<file path="config.mk">
export PLATFORM = sky130hd
export DESIGN_NAME = h264_rtp_fragmenter_flat
export DESIGN_NICKNAME = d
export VERILOG_FILES = /design/src/rtl/h264rtp_pkg.sv /design/src/rtl/h264rtp_in_if.sv /design/src/rtl/h264rtp_out_if.sv /design/src/rtl/h264_rtp_fragmenter.sv /design/src/rtl/h264rtp_cfg.sv /design/src/rtl/h264rtp_core.sv /design/src/rtl/h264rtp_outq.sv /design/src/flat_wrapper.sv
export SDC_FILE = /design/constraint.sdc
export NUM_CORES = 1
export LEC_CHECK = 0
export ABC_AREA = 1
export BUFFER_PORTS_ARGS = -buffer_cell sky130_fd_sc_hd__buf_2
export CORE_ASPECT_RATIO = 2
export CORE_MARGIN = 2
export CORE_UTILIZATION = 65
export CTS_CLUSTER_DIAMETER = 30
export DETAILED_ROUTE_END_ITERATION = 8
export GPL_TIMING_DRIVEN = 0
export PLACE_DENSITY_LB_ADDON = 0.05
export SLEW_MARGIN = 40
export SYNTH_ARGS = -nofsm -noshare
export SYNTH_HDL_FRONTEND = slang
export SYNTH_SLANG_ARGS = --single-unit
export TNS_END_PERCENT = 10
</file>
<file path="constraint.sdc">
create_clock -name clk -period 10 [get_ports clk]
set_clock_uncertainty 0.2 [all_clocks]
set_input_delay 2 -clock clk [delete_from_list [all_inputs] [get_ports clk]]
set_output_delay 2 -clock clk [all_outputs]
set_load 0.02 [all_outputs]
</file>
<file path="src/rtl/h264rtp_pkg.sv">
// ----------------------------------------------------------------------------
// h264rtp_pkg
// Shared constants and types of the H.264 RTP packetizer.
// ----------------------------------------------------------------------------
package h264rtp_pkg;

  localparam int LEN_BITS = 20;

  localparam int PAY_W   = 13;
  localparam int SEQ_W   = 16;
  localparam int STAMP_W = 32;
  localparam int CFG_W   = 32;
  localparam int IDX_W   = 2;

  localparam logic [IDX_W-1:0] REG_MAX_PAYLOAD = 2'd0;
  localparam logic [IDX_W-1:0] REG_STAMP_STEP  = 2'd1;
  localparam logic [IDX_W-1:0] REG_FIRST_SEQ   = 2'd2;
  localparam logic [IDX_W-1:0] REG_FIRST_STAMP = 2'd3;

  localparam logic [PAY_W-1:0]   RST_MAX_PAYLOAD = 13'd1400;
  localparam logic [STAMP_W-1:0] RST_STAMP_STEP  = 32'd3600;
  localparam logic [SEQ_W-1:0]   RST_FIRST_SEQ   = 16'd0;
  localparam logic [STAMP_W-1:0] RST_FIRST_STAMP = 32'd0;

  localparam logic [PAY_W-1:0] PAY_MIN = 13'd16;
  localparam logic [PAY_W-1:0] PAY_MAX = 13'd4096;

  localparam logic [7:0] FU_A_TYPE = 8'd28;
  localparam logic [7:0] NRI_MASK  = 8'h60;
  localparam logic [7:0] TYPE_MASK = 8'h1F;
  localparam logic [7:0] S_BIT     = 8'h80;
  localparam logic [7:0] E_BIT     = 8'h40;

  typedef struct packed {
    logic [7:0]         out_byte;
    logic               packet_first;
    logic               packet_last;
    logic [SEQ_W-1:0]   seq_no;
    logic [STAMP_W-1:0] time_stamp;
    logic               fragmented;
    logic               run_end;
  } word_t;

  typedef struct packed {
    logic [PAY_W-1:0]   pay;
    logic [STAMP_W-1:0] step;
    logic               seq_load;
    logic [SEQ_W-1:0]   seq_value;
    logic               stamp_load;
    logic [STAMP_W-1:0] stamp_value;
  } cfg_t;

  typedef struct packed {
    logic            load;
    logic [1:0]      cnt;
    word_t [2:0]     words;
  } load_t;

endpackage

</file>
<file path="src/rtl/h264rtp_in_if.sv">
// ----------------------------------------------------------------------------
// h264rtp_in_if
// NAL byte channel: valid/ready handshake with byte, begin flag and length.
// ----------------------------------------------------------------------------
interface h264rtp_in_if #(
  parameter int LEN_BITS = h264rtp_pkg::LEN_BITS
);
  logic                valid;
  logic                ready;
  logic [7:0]          nal_byte;
  logic                nal_begin;
  logic [LEN_BITS-1:0] nal_length;

  modport source (output valid, nal_byte, nal_begin, nal_length, input ready);
  modport sink   (input valid, nal_byte, nal_begin, nal_length, output ready);
endinterface

</file>
<file path="src/rtl/h264rtp_out_if.sv">
// ----------------------------------------------------------------------------
// h264rtp_out_if
// Packet payload channel: valid/ready handshake with one payload byte and
// its packet marks.
// ----------------------------------------------------------------------------
interface h264rtp_out_if;
  logic                                valid;
  logic                                ready;
  logic [7:0]                          out_byte;
  logic                                packet_first;
  logic                                packet_last;
  logic [h264rtp_pkg::SEQ_W-1:0]       seq_no;
  logic [h264rtp_pkg::STAMP_W-1:0]     time_stamp;
  logic                                fragmented;
  logic                                run_end;

  modport source (output valid, out_byte, packet_first, packet_last, seq_no,
                  time_stamp, fragmented, run_end, input ready);
  modport sink   (input valid, out_byte, packet_first, packet_last, seq_no,
                  time_stamp, fragmented, run_end, output ready);
endinterface

</file>
<file path="src/rtl/h264_rtp_fragmenter.sv">
// ----------------------------------------------------------------------------
// h264_rtp_fragmenter
// H.264 RTP packetizer: single NAL unit packets and FU-A fragments.
// ----------------------------------------------------------------------------
//  channel  | dir | handshake       | word
//  nal      | in  | valid/ready     | nal_byte, nal_begin, nal_length
//  pkt      | out | valid/ready     | out_byte, marks, seq_no, time_stamp
//  cfg      | in  | cfg_we          | cfg_index, cfg_data (write only)
//
//  One NAL byte per cycle unless the output stalls. The byte that opens a
//  fragment leaves as three words (indicator, FU header, data); the input
//  waits for the bank. Stages: input register, three-word result bank.
//  Reset is synchronous; it clears control state and loads register defaults.
//  A stalled output holds the bank; the input register refills as it drains.
// ----------------------------------------------------------------------------
module h264_rtp_fragmenter #(
  parameter int LEN_BITS = h264rtp_pkg::LEN_BITS
) (
  input  logic                           clk,
  input  logic                           rst,
  h264rtp_in_if.sink                     nal,
  h264rtp_out_if.source                  pkt,
  input  logic                           cfg_we,
  input  logic [h264rtp_pkg::IDX_W-1:0]  cfg_index,
  input  logic [h264rtp_pkg::CFG_W-1:0]  cfg_data
);

  h264rtp_pkg::cfg_t  cfg;
  h264rtp_pkg::load_t ld;
  logic               free;

  h264rtp_cfg u_cfg (
    .clk       (clk),
    .rst       (rst),
    .cfg_we    (cfg_we),
    .cfg_index (cfg_index),
    .cfg_data  (cfg_data),
    .cfg       (cfg)
  );

  h264rtp_core #(
    .LEN_BITS (LEN_BITS)
  ) u_core (
    .clk  (clk),
    .rst  (rst),
    .nal  (nal),
    .cfg  (cfg),
    .free (free),
    .ld   (ld)
  );

  h264rtp_outq u_outq (
    .clk  (clk),
    .rst  (rst),
    .ld   (ld),
    .free (free),
    .pkt  (pkt)
  );

endmodule

</file>
<file path="src/rtl/h264rtp_cfg.sv">
// ----------------------------------------------------------------------------
// h264rtp_cfg
// Configuration registers: clamped payload limit, timestamp step, and load
// strobes for the sequence and timestamp counters.
// ----------------------------------------------------------------------------
module h264rtp_cfg (
  input  logic                            clk,
  input  logic                            rst,
  input  logic                            cfg_we,
  input  logic [h264rtp_pkg::IDX_W-1:0]   cfg_index,
  input  logic [h264rtp_pkg::CFG_W-1:0]   cfg_data,
  output h264rtp_pkg::cfg_t               cfg
);

  logic [h264rtp_pkg::PAY_W-1:0]   pay;
  logic [h264rtp_pkg::STAMP_W-1:0] step;
  logic [h264rtp_pkg::PAY_W-1:0]   pay_raw;
  logic [h264rtp_pkg::PAY_W-1:0]   pay_clamp;

  assign pay_raw = cfg_data[h264rtp_pkg::PAY_W-1:0];

  always_comb begin
    if (pay_raw < h264rtp_pkg::PAY_MIN) begin
      pay_clamp = h264rtp_pkg::PAY_MIN;
    end else if (pay_raw > h264rtp_pkg::PAY_MAX) begin
      pay_clamp = h264rtp_pkg::PAY_MAX;
    end else begin
      pay_clamp = pay_raw;
    end
  end

  always_ff @(posedge clk) begin
    if (rst) begin
      pay  <= h264rtp_pkg::RST_MAX_PAYLOAD;
      step <= h264rtp_pkg::RST_STAMP_STEP;
    end else if (cfg_we) begin
      unique case (cfg_index)
        h264rtp_pkg::REG_MAX_PAYLOAD: pay  <= pay_clamp;
        h264rtp_pkg::REG_STAMP_STEP:  step <= cfg_data[h264rtp_pkg::STAMP_W-1:0];
        default: ;
      endcase
    end
  end

  assign cfg.pay         = pay;
  assign cfg.step        = step;
  assign cfg.seq_load    = cfg_we && (cfg_index == h264rtp_pkg::REG_FIRST_SEQ);
  assign cfg.seq_value   = cfg_data[h264rtp_pkg::SEQ_W-1:0];
  assign cfg.stamp_load  = cfg_we && (cfg_index == h264rtp_pkg::REG_FIRST_STAMP);
  assign cfg.stamp_value = cfg_data[h264rtp_pkg::STAMP_W-1:0];

endmodule

</file>
<file path="src/rtl/h264rtp_core.sv">
// ----------------------------------------------------------------------------
// h264rtp_core
// Input register and packetizer state. Turns one NAL byte into zero, one or three
// payload words (FU indicator, FU header, data) in a single pass.
// ----------------------------------------------------------------------------
module h264rtp_core #(
  parameter int LEN_BITS = h264rtp_pkg::LEN_BITS
) (
  input  logic                clk,
  input  logic                rst,
  h264rtp_in_if.sink          nal,
  input  h264rtp_pkg::cfg_t   cfg,
  input  logic                free,
  output h264rtp_pkg::load_t  ld
);

  localparam int PAY_W = h264rtp_pkg::PAY_W;
  localparam int CW    = ((LEN_BITS > PAY_W) ? LEN_BITS : PAY_W) + 1;

  logic                ir_v;
  logic [7:0]          ir_byte;
  logic                ir_begin;
  logic [LEN_BITS-1:0] ir_len;

  logic                                frag_mode, frag_mode_next;
  logic [7:0]                          nal_header, nal_header_next;
  logic [LEN_BITS-1:0]                 bytes_left, bytes_left_next;
  logic [PAY_W-1:0]                    fill, fill_next;
  logic                                first_frag, first_frag_next;
  logic [h264rtp_pkg::SEQ_W-1:0]       seq_count, seq_count_next;
  logic [h264rtp_pkg::STAMP_W-1:0]     stamp_now, stamp_now_next;

  logic                            consume;
  logic [LEN_BITS-1:0]             len0;
  logic [CW-1:0]                   len_w, rem_w, m_w;
  logic                            abandon, close_ab, fits, one;
  logic                            rem_one, rem_two, is_last, close_d;
  logic [PAY_W:0]                  f1, m14;
  logic [7:0]                      ind_byte, fu_byte;
  logic [1:0]                      seq_inc, stamp_sel;
  logic                            out_seq_inc, out_adv;
  logic [h264rtp_pkg::SEQ_W-1:0]   out_seq;
  logic [h264rtp_pkg::STAMP_W-1:0] out_stamp, stamp_add;
  logic [1:0]                      cnt;
  logic [7:0]                      b0, b1;
  logic                            pf0, pl0, fr, pl2;
  logic [1:0]                      shape;

  localparam logic [1:0] SHAPE_NONE  = 2'd0;
  localparam logic [1:0] SHAPE_ONE   = 2'd1;
  localparam logic [1:0] SHAPE_THREE = 2'd2;

  assign consume   = ir_v && free;
  assign nal.ready = !ir_v || free;

  always_ff @(posedge clk) begin
    if (rst) begin
      ir_v <= 1'b0;
    end else if (nal.ready) begin
      ir_v <= nal.valid;
    end
  end

  always_ff @(posedge clk) begin
    if (nal.ready && nal.valid) begin
      ir_byte  <= nal.nal_byte;
      ir_begin <= nal.nal_begin;
      ir_len   <= nal.nal_length;
    end
  end

  assign len0     = (ir_len == '0) ? LEN_BITS'(1) : ir_len;
  assign len_w    = CW'(len0);
  assign rem_w    = CW'(bytes_left);
  assign m_w      = CW'(cfg.pay);
  assign abandon  = (bytes_left != '0);
  assign close_ab = abandon && (!frag_mode || (fill != '0));
  assign fits     = (len_w <= m_w);
  assign one      = (len0 == LEN_BITS'(1));
  assign rem_one  = (bytes_left == LEN_BITS'(1));
  assign rem_two  = (bytes_left == LEN_BITS'(2));
  assign f1       = {1'b0, fill} + (PAY_W+1)'(1);
  assign m14      = {1'b0, cfg.pay};
  assign is_last  = (rem_w <= m_w) && !(first_frag && (rem_w == m_w));
  assign close_d  = (f1 >= m14) || rem_one ||
                    (first_frag && (f1 == m14 - (PAY_W+1)'(1)) && rem_two);
  assign ind_byte = (nal_header & h264rtp_pkg::NRI_MASK) | h264rtp_pkg::FU_A_TYPE;
  assign fu_byte  = (nal_header & h264rtp_pkg::TYPE_MASK) |
                    (first_frag ? h264rtp_pkg::S_BIT : 8'h00) |
                    (is_last ? h264rtp_pkg::E_BIT : 8'h00);

  always_comb begin
    frag_mode_next  = frag_mode;
    nal_header_next = nal_header;
    bytes_left_next = bytes_left;
    fill_next       = fill;
    first_frag_next = first_frag;
    seq_inc         = 2'd0;
    stamp_sel       = 2'd0;
    out_seq_inc     = 1'b0;
    out_adv         = 1'b0;
    shape           = SHAPE_NONE;
    b0              = ir_byte;
    b1              = fu_byte;
    pf0             = 1'b0;
    pl0             = 1'b0;
    pl2             = close_d;
    fr              = 1'b0;
    if (ir_begin) begin
      out_adv         = abandon;
      out_seq_inc     = close_ab;
      nal_header_next = ir_byte;
      bytes_left_next = len0 - LEN_BITS'(1);
      fill_next       = '0;
      first_frag_next = 1'b1;
      seq_inc         = {1'b0, close_ab};
      stamp_sel       = {1'b0, abandon};
      if (fits) begin
        frag_mode_next = 1'b0;
        shape          = SHAPE_ONE;
        pf0            = 1'b1;
        pl0            = one;
        if (one) begin
          seq_inc   = {1'b0, close_ab} + 2'd1;
          stamp_sel = {1'b0, abandon} + 2'd1;
        end else begin
          fill_next = PAY_W'(1);
        end
      end else begin
        frag_mode_next = 1'b1;
      end
    end else if (abandon) begin
      bytes_left_next = bytes_left - LEN_BITS'(1);
      if (!frag_mode) begin
        shape = SHAPE_ONE;
        pl0   = rem_one;
        if (rem_one) begin
          seq_inc   = 2'd1;
          stamp_sel = 2'd1;
          fill_next = '0;
        end
      end else begin
        fr        = 1'b1;
        fill_next = f1[PAY_W-1:0];
        if (fill == '0) begin
          shape = SHAPE_THREE;
          b0    = ind_byte;
          pf0   = 1'b1;
        end else begin
          shape = SHAPE_ONE;
          pl0   = close_d;
        end
        if (close_d) begin
          seq_inc         = 2'd1;
          fill_next       = '0;
          first_frag_next = 1'b0;
          if (rem_one) begin
            stamp_sel = 2'd1;
          end
        end
      end
    end
  end

  always_comb begin
    case (stamp_sel)
      2'd1:    stamp_add = cfg.step;
      2'd2:    stamp_add = {cfg.step[h264rtp_pkg::STAMP_W-2:0], 1'b0};
      default: stamp_add = '0;
    endcase
  end

  assign out_seq        = seq_count + h264rtp_pkg::SEQ_W'(out_seq_inc);
  assign out_stamp      = stamp_now + (out_adv ? cfg.step : '0);
  assign seq_count_next = seq_count + h264rtp_pkg::SEQ_W'(seq_inc);
  assign stamp_now_next = stamp_now + stamp_add;

  always_comb begin
    ld.load = consume;
    cnt     = 2'd0;
    for (int i = 0; i < 3; i++) begin
      ld.words[i].out_byte     = ir_byte;
      ld.words[i].packet_first = 1'b0;
      ld.words[i].packet_last  = 1'b0;
      ld.words[i].seq_no       = out_seq;
      ld.words[i].time_stamp   = out_stamp;
      ld.words[i].fragmented   = fr;
      ld.words[i].run_end      = 1'b0;
    end
    ld.words[0].out_byte     = b0;
    ld.words[0].packet_first = pf0;
    ld.words[0].packet_last  = pl0;
    ld.words[1].out_byte     = b1;
    ld.words[2].packet_last  = pl2;
    case (shape)
      SHAPE_ONE: begin
        cnt                 = 2'd1;
        ld.words[0].run_end = 1'b1;
      end
      SHAPE_THREE: begin
        cnt                 = 2'd3;
        ld.words[2].run_end = 1'b1;
      end
      default: cnt = 2'd0;
    endcase
    ld.cnt = cnt;
  end

  always_ff @(posedge clk) begin
    if (rst) begin
      frag_mode  <= 1'b0;
      nal_header <= '0;
      bytes_left <= '0;
      fill       <= '0;
      first_frag <= 1'b0;
      seq_count  <= h264rtp_pkg::RST_FIRST_SEQ;
      stamp_now  <= h264rtp_pkg::RST_FIRST_STAMP;
    end else begin
      if (consume) begin
        frag_mode  <= frag_mode_next;
        nal_header <= nal_header_next;
        bytes_left <= bytes_left_next;
        fill       <= fill_next;
        first_frag <= first_frag_next;
      end
      if (cfg.seq_load) begin
        seq_count <= cfg.seq_value;
      end else if (consume) begin
        seq_count <= seq_count_next;
      end
      if (cfg.stamp_load) begin
        stamp_now <= cfg.stamp_value;
      end else if (consume) begin
        stamp_now <= stamp_now_next;
      end
    end
  end

endmodule

</file>
<file path="src/rtl/h264rtp_outq.sv">
// ----------------------------------------------------------------------------
// h264rtp_outq
// Result bank: holds up to three payload words of one input byte and shifts
// them out one word per cycle while the output is ready.
// ----------------------------------------------------------------------------
module h264rtp_outq (
  input  logic                clk,
  input  logic                rst,
  input  h264rtp_pkg::load_t  ld,
  output logic                free,
  h264rtp_out_if.source       pkt
);

  h264rtp_pkg::word_t [2:0] bank;
  logic [1:0]               n;
  logic                     pop;

  assign pop  = (n != 2'd0) && pkt.ready;
  assign free = (n == 2'd0) || ((n == 2'd1) && pkt.ready);

  always_ff @(posedge clk) begin
    if (rst) begin
      n <= 2'd0;
    end else if (ld.load) begin
      n <= ld.cnt;
    end else if (pop) begin
      n <= n - 2'd1;
    end
  end

  always_ff @(posedge clk) begin
    if (ld.load) begin
      bank <= ld.words;
    end else if (pop) begin
      bank[0] <= bank[1];
      bank[1] <= bank[2];
    end
  end

  assign pkt.valid        = (n != 2'd0);
  assign pkt.out_byte     = bank[0].out_byte;
  assign pkt.packet_first = bank[0].packet_first;
  assign pkt.packet_last  = bank[0].packet_last;
  assign pkt.seq_no       = bank[0].seq_no;
  assign pkt.time_stamp   = bank[0].time_stamp;
  assign pkt.fragmented   = bank[0].fragmented;
  assign pkt.run_end      = bank[0].run_end;

endmodule

</file>
<file path="src/flat_wrapper.sv">
// flat-port wrapper written by rule: the top's interface ports become plain ports
module h264_rtp_fragmenter_flat 
#(
  parameter int LEN_BITS = h264rtp_pkg::LEN_BITS
)
  (clk, rst, cfg_we, cfg_index, cfg_data, nal_valid, nal_nal_byte, nal_nal_begin, nal_nal_length, nal_ready, pkt_valid, pkt_out_byte, pkt_packet_first, pkt_packet_last, pkt_seq_no, pkt_time_stamp, pkt_fragmented, pkt_run_end, pkt_ready);
  h264rtp_in_if #(.LEN_BITS(LEN_BITS)) nal_i ();
  h264rtp_out_if pkt_i ();
  input  logic clk;
  input  logic rst;
  input  logic cfg_we;
  input  logic [h264rtp_pkg::IDX_W-1:0] cfg_index;
  input  logic [h264rtp_pkg::CFG_W-1:0] cfg_data;
  input wire logic [$bits(nal_i.valid)-1:0] nal_valid;
  input wire logic [$bits(nal_i.nal_byte)-1:0] nal_nal_byte;
  input wire logic [$bits(nal_i.nal_begin)-1:0] nal_nal_begin;
  input wire logic [$bits(nal_i.nal_length)-1:0] nal_nal_length;
  output wire logic [$bits(nal_i.ready)-1:0] nal_ready;
  output wire logic [$bits(pkt_i.valid)-1:0] pkt_valid;
  output wire logic [$bits(pkt_i.out_byte)-1:0] pkt_out_byte;
  output wire logic [$bits(pkt_i.packet_first)-1:0] pkt_packet_first;
  output wire logic [$bits(pkt_i.packet_last)-1:0] pkt_packet_last;
  output wire logic [$bits(pkt_i.seq_no)-1:0] pkt_seq_no;
  output wire logic [$bits(pkt_i.time_stamp)-1:0] pkt_time_stamp;
  output wire logic [$bits(pkt_i.fragmented)-1:0] pkt_fragmented;
  output wire logic [$bits(pkt_i.run_end)-1:0] pkt_run_end;
  input wire logic [$bits(pkt_i.ready)-1:0] pkt_ready;
  assign nal_i.valid = nal_valid;
  assign nal_i.nal_byte = nal_nal_byte;
  assign nal_i.nal_begin = nal_nal_begin;
  assign nal_i.nal_length = nal_nal_length;
  assign nal_ready = nal_i.ready;
  assign pkt_valid = pkt_i.valid;
  assign pkt_out_byte = pkt_i.out_byte;
  assign pkt_packet_first = pkt_i.packet_first;
  assign pkt_packet_last = pkt_i.packet_last;
  assign pkt_seq_no = pkt_i.seq_no;
  assign pkt_time_stamp = pkt_i.time_stamp;
  assign pkt_fragmented = pkt_i.fragmented;
  assign pkt_run_end = pkt_i.run_end;
  assign pkt_i.ready = pkt_ready;
  h264_rtp_fragmenter #(.LEN_BITS(LEN_BITS)) u_core (.clk(clk), .rst(rst), .nal(nal_i), .pkt(pkt_i), .cfg_we(cfg_we), .cfg_index(cfg_index), .cfg_data(cfg_data));
endmodule
</file>
==> results of run 1 <==
## logic make-up after synthesis
logic type,Yosys count
adder cells (fa/ha/maj),124
buffers and inverters,437
AND/OR/NAND/NOR,1292
XOR/XNOR,84
AO/OA/AOI/OAI,489
flip-flops,345
## worst paths after layout
kind	from	end	slack, ps	cells after the start
min	u_core.u_core.ir_byte[2]$_DFFE_PP_	u_core.u_outq.bank[174]$_DFFE_PP_	250	0
max reg2reg	u_core.u_core.ir_len[14]$_DFFE_PP_	u_core.u_core.stamp_now[24]$_SDFFE_PP0P_	2540	31
max	u_core.u_core.ir_len[14]$_DFFE_PP_	u_core.u_core.stamp_now[24]$_SDFFE_PP0P_	2540	31
min reg2reg	u_core.u_core.ir_byte[2]$_DFFE_PP_	u_core.u_outq.bank[174]$_DFFE_PP_	250	0
## state kept, by name, indices dropped and copies added, names as in the netlist, 13 cells and up
register,count
u_core.u_cfg.pay,13
u_core.u_cfg.step,32
u_core.u_core.bytes_left,20
u_core.u_core.fill,13
u_core.u_core.ir_len,20
u_core.u_core.seq_count,16
u_core.u_core.stamp_now,32
u_core.u_outq.bank,118
u_core.u_outq.pkt.seq_no,16
u_core.u_outq.pkt.time_stamp,32
## final cells by class
cell class | instances | area [um2] | area share (%)
Antenna cell | 1 | 2.50 | 0.0104
Buffer | 152 | 823 | 3.41
Clock buffer | 49 | 1140 | 4.72
Clock inverter | 30 | 348 | 1.44
Inverter | 285 | 1080 | 4.47
Multi-Input combinational cell | 1989 | 10500 | 43.6
Sequential cell | 345 | 8960 | 37.1
Tap cell | 432 | 541 | 2.24
Timing Repair Buffer | 132 | 728 | 3.01
## Yosys cell counts (all sizes together) (6+ instances only)
cell / count
a211oi: 6
a21boi: 6
a21o: 12
a21oi: 211
a22o: 8
a31oi: 42
and2: 8
buf: 72
clkbuf: 80
dfxtp: 140
edfxtp: 205
ha: 121
inv: 282
nand2: 800
nand3: 119
nand3b: 9
nand4: 25
nor2: 268
nor3: 39
nor4: 11
o211ai: 22
o21ai: 142
or2: 12
xnor2: 25
xor2: 59
## per-layer routing
layer	part of all wire (%)	wire length [um]	track usage (%)	vias to the layer above
met3	5.6	3860	5.52	454
met1	31	21000	35.0	9283
met2	51	35400	74.1	1078
li1	-	-	-	9542
met4	12	8590	41.1	2
met5	0.026	18	0	-
## through the flow
step	setup slack (ps)	utilization [%]	total power, mW
finish	2540	73.9	4.25
global route	2190	73.9	4.39
CTS	2710	73.8	4.23
detailed placement	2780	69.3	2.64
global placement	2900	69.0	2.61
floorplan	4320	-	2.36
## power groups by stage
stage,clock network [mW],registers [mW],logic (mW)
2_1_floorplan,0,1.79,0.566
3_3_place_gp,0,1.82,0.792
3_5_place_dp,0,1.81,0.830
4_1_cts,1.61,1.78,0.839
5_1_grt,1.67,1.80,0.922
6_report,1.61,1.78,0.855
==> results.ini, run 1 <==
[cells_and_area]
stdcell_area_mm2=0.0242
n_fill_cell=2566
instances_no_fill=3415
fin_nets=3140
drive_gt1_share_pct=11.8
final_common_cell=nand2_1
syn_to_final_growth_pct=13.0
final_cell_mix=783 x nand2_1, 265 x inv_1, 253 x nor2_1

[synth]
synth_top_family_by_area=simple AND/OR/NAND/NOR gates
synth_compound_area_share_pct=13.2
synth_edf_count=205
synth_seq_cells=345
syn_inst=2771
ys.flop_type=edfxtp_1
syn_avg_cell_area_um2=7.71
netlist_area_mm2=0.0214
yosysUniqueCellTypes=63
yosysWarnings=0
synth_fa_ha_area_share_pct=7.36
async_flop_share_pct=0
synth-simple-area-share_pct=25.2
synth_top_area_cell=edfxtp_1
synth_nets=2963
yosys-mux-area-fraction_pct=0
ys_seq_area_share_pct=41.9
yosys.area.top_type_share_pct=28.8
synthXorXnorAreaFrac_pct=3.48
yosys-top-cells-area=edfxtp_1 29%, nand2_1 14%, dfxtp_1 13%, ha_1 7.1%, a21oi_1 4.7%

[global_routing]
grt_max_degree=91
gr-usage-all-layers_pct=39.8
gr-total-overflow=0
first_global_vias=20648
antenna_found_initial=1
grt_pass1_wl_um=106000

[setup_path]
arrival_ps=7680
path_class=register to register
crit_family=simple AND/OR/NAND/NOR gates
cpMaxStageDelayCell=o21ai_1
cp-start-kind=register
critPathBufInv=6
worstPathRequired_ps=10220
critPathCaptureType=register
max_stage_delay_ps=500
path_max_fanout=10

[floorplan]
fp.dieH_um=260
fp.dieArea_mm2=0.0344
core_mm2=0.0327
ios=130
initial_core_util_pct=65.4
num_rows=94
fp.dieW_um=132

[place]
place_area_mm2=0.0227
gp_congestion=1.06
hpwl_um=53400
dp_cells=3335
io_buffers=129

[timing]
clock.fmax_mhz=134
final.period_utilization_pct=74.6
period_minus_slack_ps=7460
slew_headroom_pct=37.9
hold_slack_ps=248
setup_tns_ps=0
rsz0062_at_grt=false
drv_slew=0
finalSetupViolCount=0
worst_slew_pin_slew_ps=922
finalHoldViolCount=0

[drt]
first_pass_iters=6
wl_per_cell_um=20.2
drtIter0Drc=1554
drtAntennaViolNets=0
viasPerCell=5.96
drcViolationCount=0
via_count=20359
wirelength_um=68900

[clocking]
post-cts-setup-buffers=0
clkTransAtPathRegs_ps=60
h-tree-depth=2
cts-root-buf=clkbuf_16
cts_tree=done
clockBufferDepth=3
clk_latency_ps=570
cts_buffers=43
cts.sinks=345
post_cts_resized=0
cts.hold.buffers_added=0

[min_path]
hold_class=register to register

[pwr]
pwr-share-clk_pct=37.9
total_leakage_power_nw=10.7
pwr-share-comb_pct=20.1
seqPwrFrac_pct=42.0
switching_share_pct=31.9
switchingPower_mw=1.35
intPower_mw=2.90
ir_worst_vdd_mv=0.203
power_density_mw_per_mm2=176

[job]
cap_violations=0

[status]
outcome=finished, final reports clean

(Power assumes the default switching activity.)
==> inputs of run 2 (changes only) <==
--- a/config.mk
+++ b/config.mk
@@ -5,11 +5,11 @@
 export SDC_FILE = /design/constraint.sdc
 export NUM_CORES = 1
 export LEC_CHECK = 0
-export ABC_AREA = 1
+export ABC_AREA = 0
 export BUFFER_PORTS_ARGS = -buffer_cell sky130_fd_sc_hd__buf_2
 export CORE_ASPECT_RATIO = 2
 export CORE_MARGIN = 2
-export CORE_UTILIZATION = 65
+export CORE_UTILIZATION = 62
 export CTS_CLUSTER_DIAMETER = 30
 export DETAILED_ROUTE_END_ITERATION = 8
 export GPL_TIMING_DRIVEN = 0
==> constraint.sdc (replaced) <==
create_clock -name clk -period 7.3 [get_ports clk]
set_clock_uncertainty 0.2 [all_clocks]
set_input_delay 1.46 -clock clk [delete_from_list [all_inputs] [get_ports clk]]
set_output_delay 1.46 -clock clk [all_outputs]
set_load 0.02 [all_outputs]
==> run 2 against run 1 <==
Net effect: global-route usage decreased by 2.7 points; sequential power increased by 48%; routed wire length down 6.7%; highest routed layer unchanged; non-clock buffer count rose by 29; sequential cell count unchanged; power increased by 56%; final cell count down 18%; first-iteration DRC count is 12% lower; combinational power up 120%; synthesized cell count shrank 22%; clock power is 34% higher.
==> results.ini, run 2 <==
[status]
outcome=finished, final reports clean

[drt]
via_count=17752  ; -13%
drtAntennaViolNets=0  ; unchanged
wl_per_cell_um=22.9  ; +14%
viasPerCell=6.33  ; +6.2%
first_pass_iters=6  ; unchanged
wirelength_um=64300  ; -6.7%
drcViolationCount=0  ; unchanged
drtIter0Drc=1367  ; -12%

[setup_path]
worstPathRequired_ps=7580  ; -2640 ps
r2r_start=u_core.u_core.ir_len[13]$_DFFE_PP_
arrival_ps=7320  ; -360 ps
critPathCaptureType=register
path_max_fanout=10  ; unchanged
cp_common_cell=ha_1
cpMaxStageDelayCell=or4_4
crit_family=simple AND/OR/NAND/NOR gates
crit_path_start=u_core.u_core.ir_len[13]$_DFFE_PP_
max_stage_delay_ps=610  ; +110 ps
path_class=register to register
critPathBufInv=3  ; -3
cp-start-kind=register

[synth]
ys_seq_area_share_pct=44.4  ; +2.5 points
yosys-top-cells-area=edfxtp_1 31%, dfxtp_1 14%, ha_1 7.5%, nand2_1 5.2%, a21oi_1 3.9%
synth_edf_count=205  ; unchanged
synth.most_common_cell=nand2_1
yosysWarnings=0  ; unchanged
synth_seq_cells=345  ; unchanged
synth_nets=2351  ; -21%
netlist_area_mm2=0.0202  ; -5.6%
syn_avg_cell_area_um2=9.35  ; +21%
synth_top_area_cell=edfxtp_1
yosysUniqueCellTypes=87  ; +38%
ys.flop_type=edfxtp_1
yosys.area.top_type_share_pct=30.5  ; +1.7 points
syn_inst=2159  ; -22%
async_flop_share_pct=0  ; unchanged
synth_commonest_cells=280 x nand2_1, 205 x edfxtp_1, 169 x nor2_1

[timing]
final.period_utilization_pct=96.6  ; +22 points
hold_slack_ps=258  ; +9.72 ps
period_minus_slack_ps=7050  ; -415 ps
finalHoldViolCount=0  ; unchanged
setup_tns_ps=0  ; unchanged
clock.fmax_mhz=142  ; +5.9%
finalSetupViolCount=0  ; unchanged
slew_headroom_pct=37.1  ; -0.81 points
worst_slew_pin_slew_ps=944  ; +21.9 ps
drv_slew=0  ; unchanged

[floorplan]
ios=130  ; unchanged
fp.dieW_um=132  ; -0.49%
num_rows=93  ; -1.1%
fp.dieH_um=259  ; -0.50%
initial_core_util_pct=62.8  ; -2.5 points
core_mm2=0.0321  ; -1.8%
fp.dieArea_mm2=0.0341  ; -0.98%

[global_routing]
gr-total-overflow=0  ; unchanged
gr-usage-all-layers_pct=37.0  ; -2.7 points
grt_pass1_wl_um=96500  ; -8.7%
antenna_found_initial=4  ; +3
first_global_vias=17629  ; -15%
grt_max_degree=47  ; -48%

[min_path]
hold_start=u_core.u_core.nal_header[5]$_SDFFE_PP0P_
hold_class=register to register

[cells_and_area]
final_common_cell=nand2_1
final_cell_mix=276 x nand2_1, 205 x edfxtp_1, 169 x nor2_1
fin_nets=2532  ; -19%
largest_register_ffs=118  ; unchanged
drive_gt1_share_pct=14.2  ; +2.4 points
top_register=u_core.u_outq.bank
syn_to_final_growth_pct=14.3
instances_no_fill=2803  ; -18%

[clocking]
clockBufferDepth=3  ; unchanged
cts-root-buf=clkbuf_16
clkTransAtPathRegs_ps=60  ; about the same
cts_tree=done
cts.sinks=345  ; unchanged
clk_latency_ps=560  ; about the same
h-tree-depth=2  ; unchanged
cts.hold.buffers_added=0  ; unchanged
cts_buffers=44  ; +2.3%

[place]
dp_cells=2718  ; -19%
gp_congestion=1.01  ; -5.3%
io_buffers=128  ; -0.78%
hpwl_um=48500  ; -9.3%

[pwr]
power_density_mw_per_mm2=288  ; +64%
total_power_mw=6.65  ; +56%
ir_worst_vdd_mv=0.232  ; +14%
pwr-share-comb_pct=27.9  ; +7.8 points
switching_share_pct=35.4  ; +3.5 points
intPower_mw=4.30  ; +48%
switchingPower_mw=2.35  ; +74%
pwr-share-clk_pct=32.6  ; -5.3 points
total_leakage_power_nw=9.74  ; -9.1%
seqPwrFrac_pct=39.5  ; -2.5 points

[job]
cap_violations=0  ; unchanged

-- run 2: changes by cell type in the layout (fill, tap and decap cells not counted), moves of 33 or more --
cell     change
a21oi_1     -48
nor2_1      -84
a21o_1      +69
xnor2_1     +57
o21ai_0     -58
nand3_1     -47
and3_1      +40
inv_1      -206
a22oi_1     +33
nand2_1    -507
-- run 2: worst paths after layout --
check	to	slack, ps	cells past startpoint
min	u_core.u_core.nal_header[5]$_SDFFE_PP0P_	260	2
min reg2reg	u_core.u_core.nal_header[5]$_SDFFE_PP0P_	260	2
max reg2reg	u_core.u_core.stamp_now[16]$_SDFFE_PP0P_	250	27
max	u_core.u_core.stamp_now[16]$_SDFFE_PP0P_	250	27
-- run 2: cells by family (layout without fill, tap and decap cells) --
logic type | Yosys count | in the layout | share of synthesized area (%)
simple gates | 768 | 768 | 18.1
compound gates | 542 | 542 | 17.9
flops | 345 | 345 | 44.4
buf+inv | 239 | 454 | 5.65
xor+xnor | 125 | 125 | 5.43
fa+ha+maj | 124 | 124 | 7.80
mux | 16 | 16 | 0.794
other cells | 0 | 2 | 0
-- run 2: through the flow --
stage / cell area [um2] / utilization, % / setup WS [ps]
after floorplan: 20200 / - / 1220
after global placement: 21400 / 66.5 / -1160
after detailed placement: 21500 / 66.8 / -1220
after CTS: 23000 / 71.5 / 39.4
after global routing: 23100 / 71.8 / -15.0
final: 23100 / 71.8 / 251
-- run 2: metal layers --
layer	vias up	global-route usage, %	share of wire (%)
li1	8184	-	-
met1	8355	35.9	32
met2	863	65.9	50
met3	348	6.35	6.5
met4	2	35.2	11
met5	-	0	0.031
-- run 2: final cells by class --
class | count | area, um2
diodes | 2 | 5.00
plain buffers | 177 | 928
clock buffers | 49 | 1140
clock inverters | 31 | 314
fillers | 2503 | 9040
inverters | 61 | 229
multi-input cells | 1575 | 10200
flip-flops and latches | 345 | 8960
well taps | 427 | 534
repair buffers | 136 | 758
-- run 2: worst register-to-register path, delay by kind of cell (launching register included) --
| kind | cells | cell delay, ps |
|---|---|---|
| simple gates | 11 | 2360 |
| compound gates | 8 | 2040 |
| fa+ha+maj | 4 | 1210 |
| buf+inv | 3 | 550 |
| flops | 1 | 460 |
| xor+xnor | 1 | 170 |
-- run 2: power groups by stage --
stage | Clock, mW | Combinational [mW] | Sequential [mW]
4_1_cts | 2.18 | 1.82 | 2.62
2_1_floorplan | 0 | 1.21 | 2.62
3_5_place_dp | 0 | 1.80 | 2.66
3_3_place_gp | 0 | 1.73 | 2.68
6_report | 2.16 | 1.86 | 2.63
5_1_grt | 2.24 | 1.99 | 2.65
-- run 2: repair_timing --
item | in CTS | in global routing
endpoints found under the setup margin | 25 | 16
cloned | 0 | 0
setup buffers | 3 | 1
pin swaps | 0 | 6
resized for setup | 12 | 25
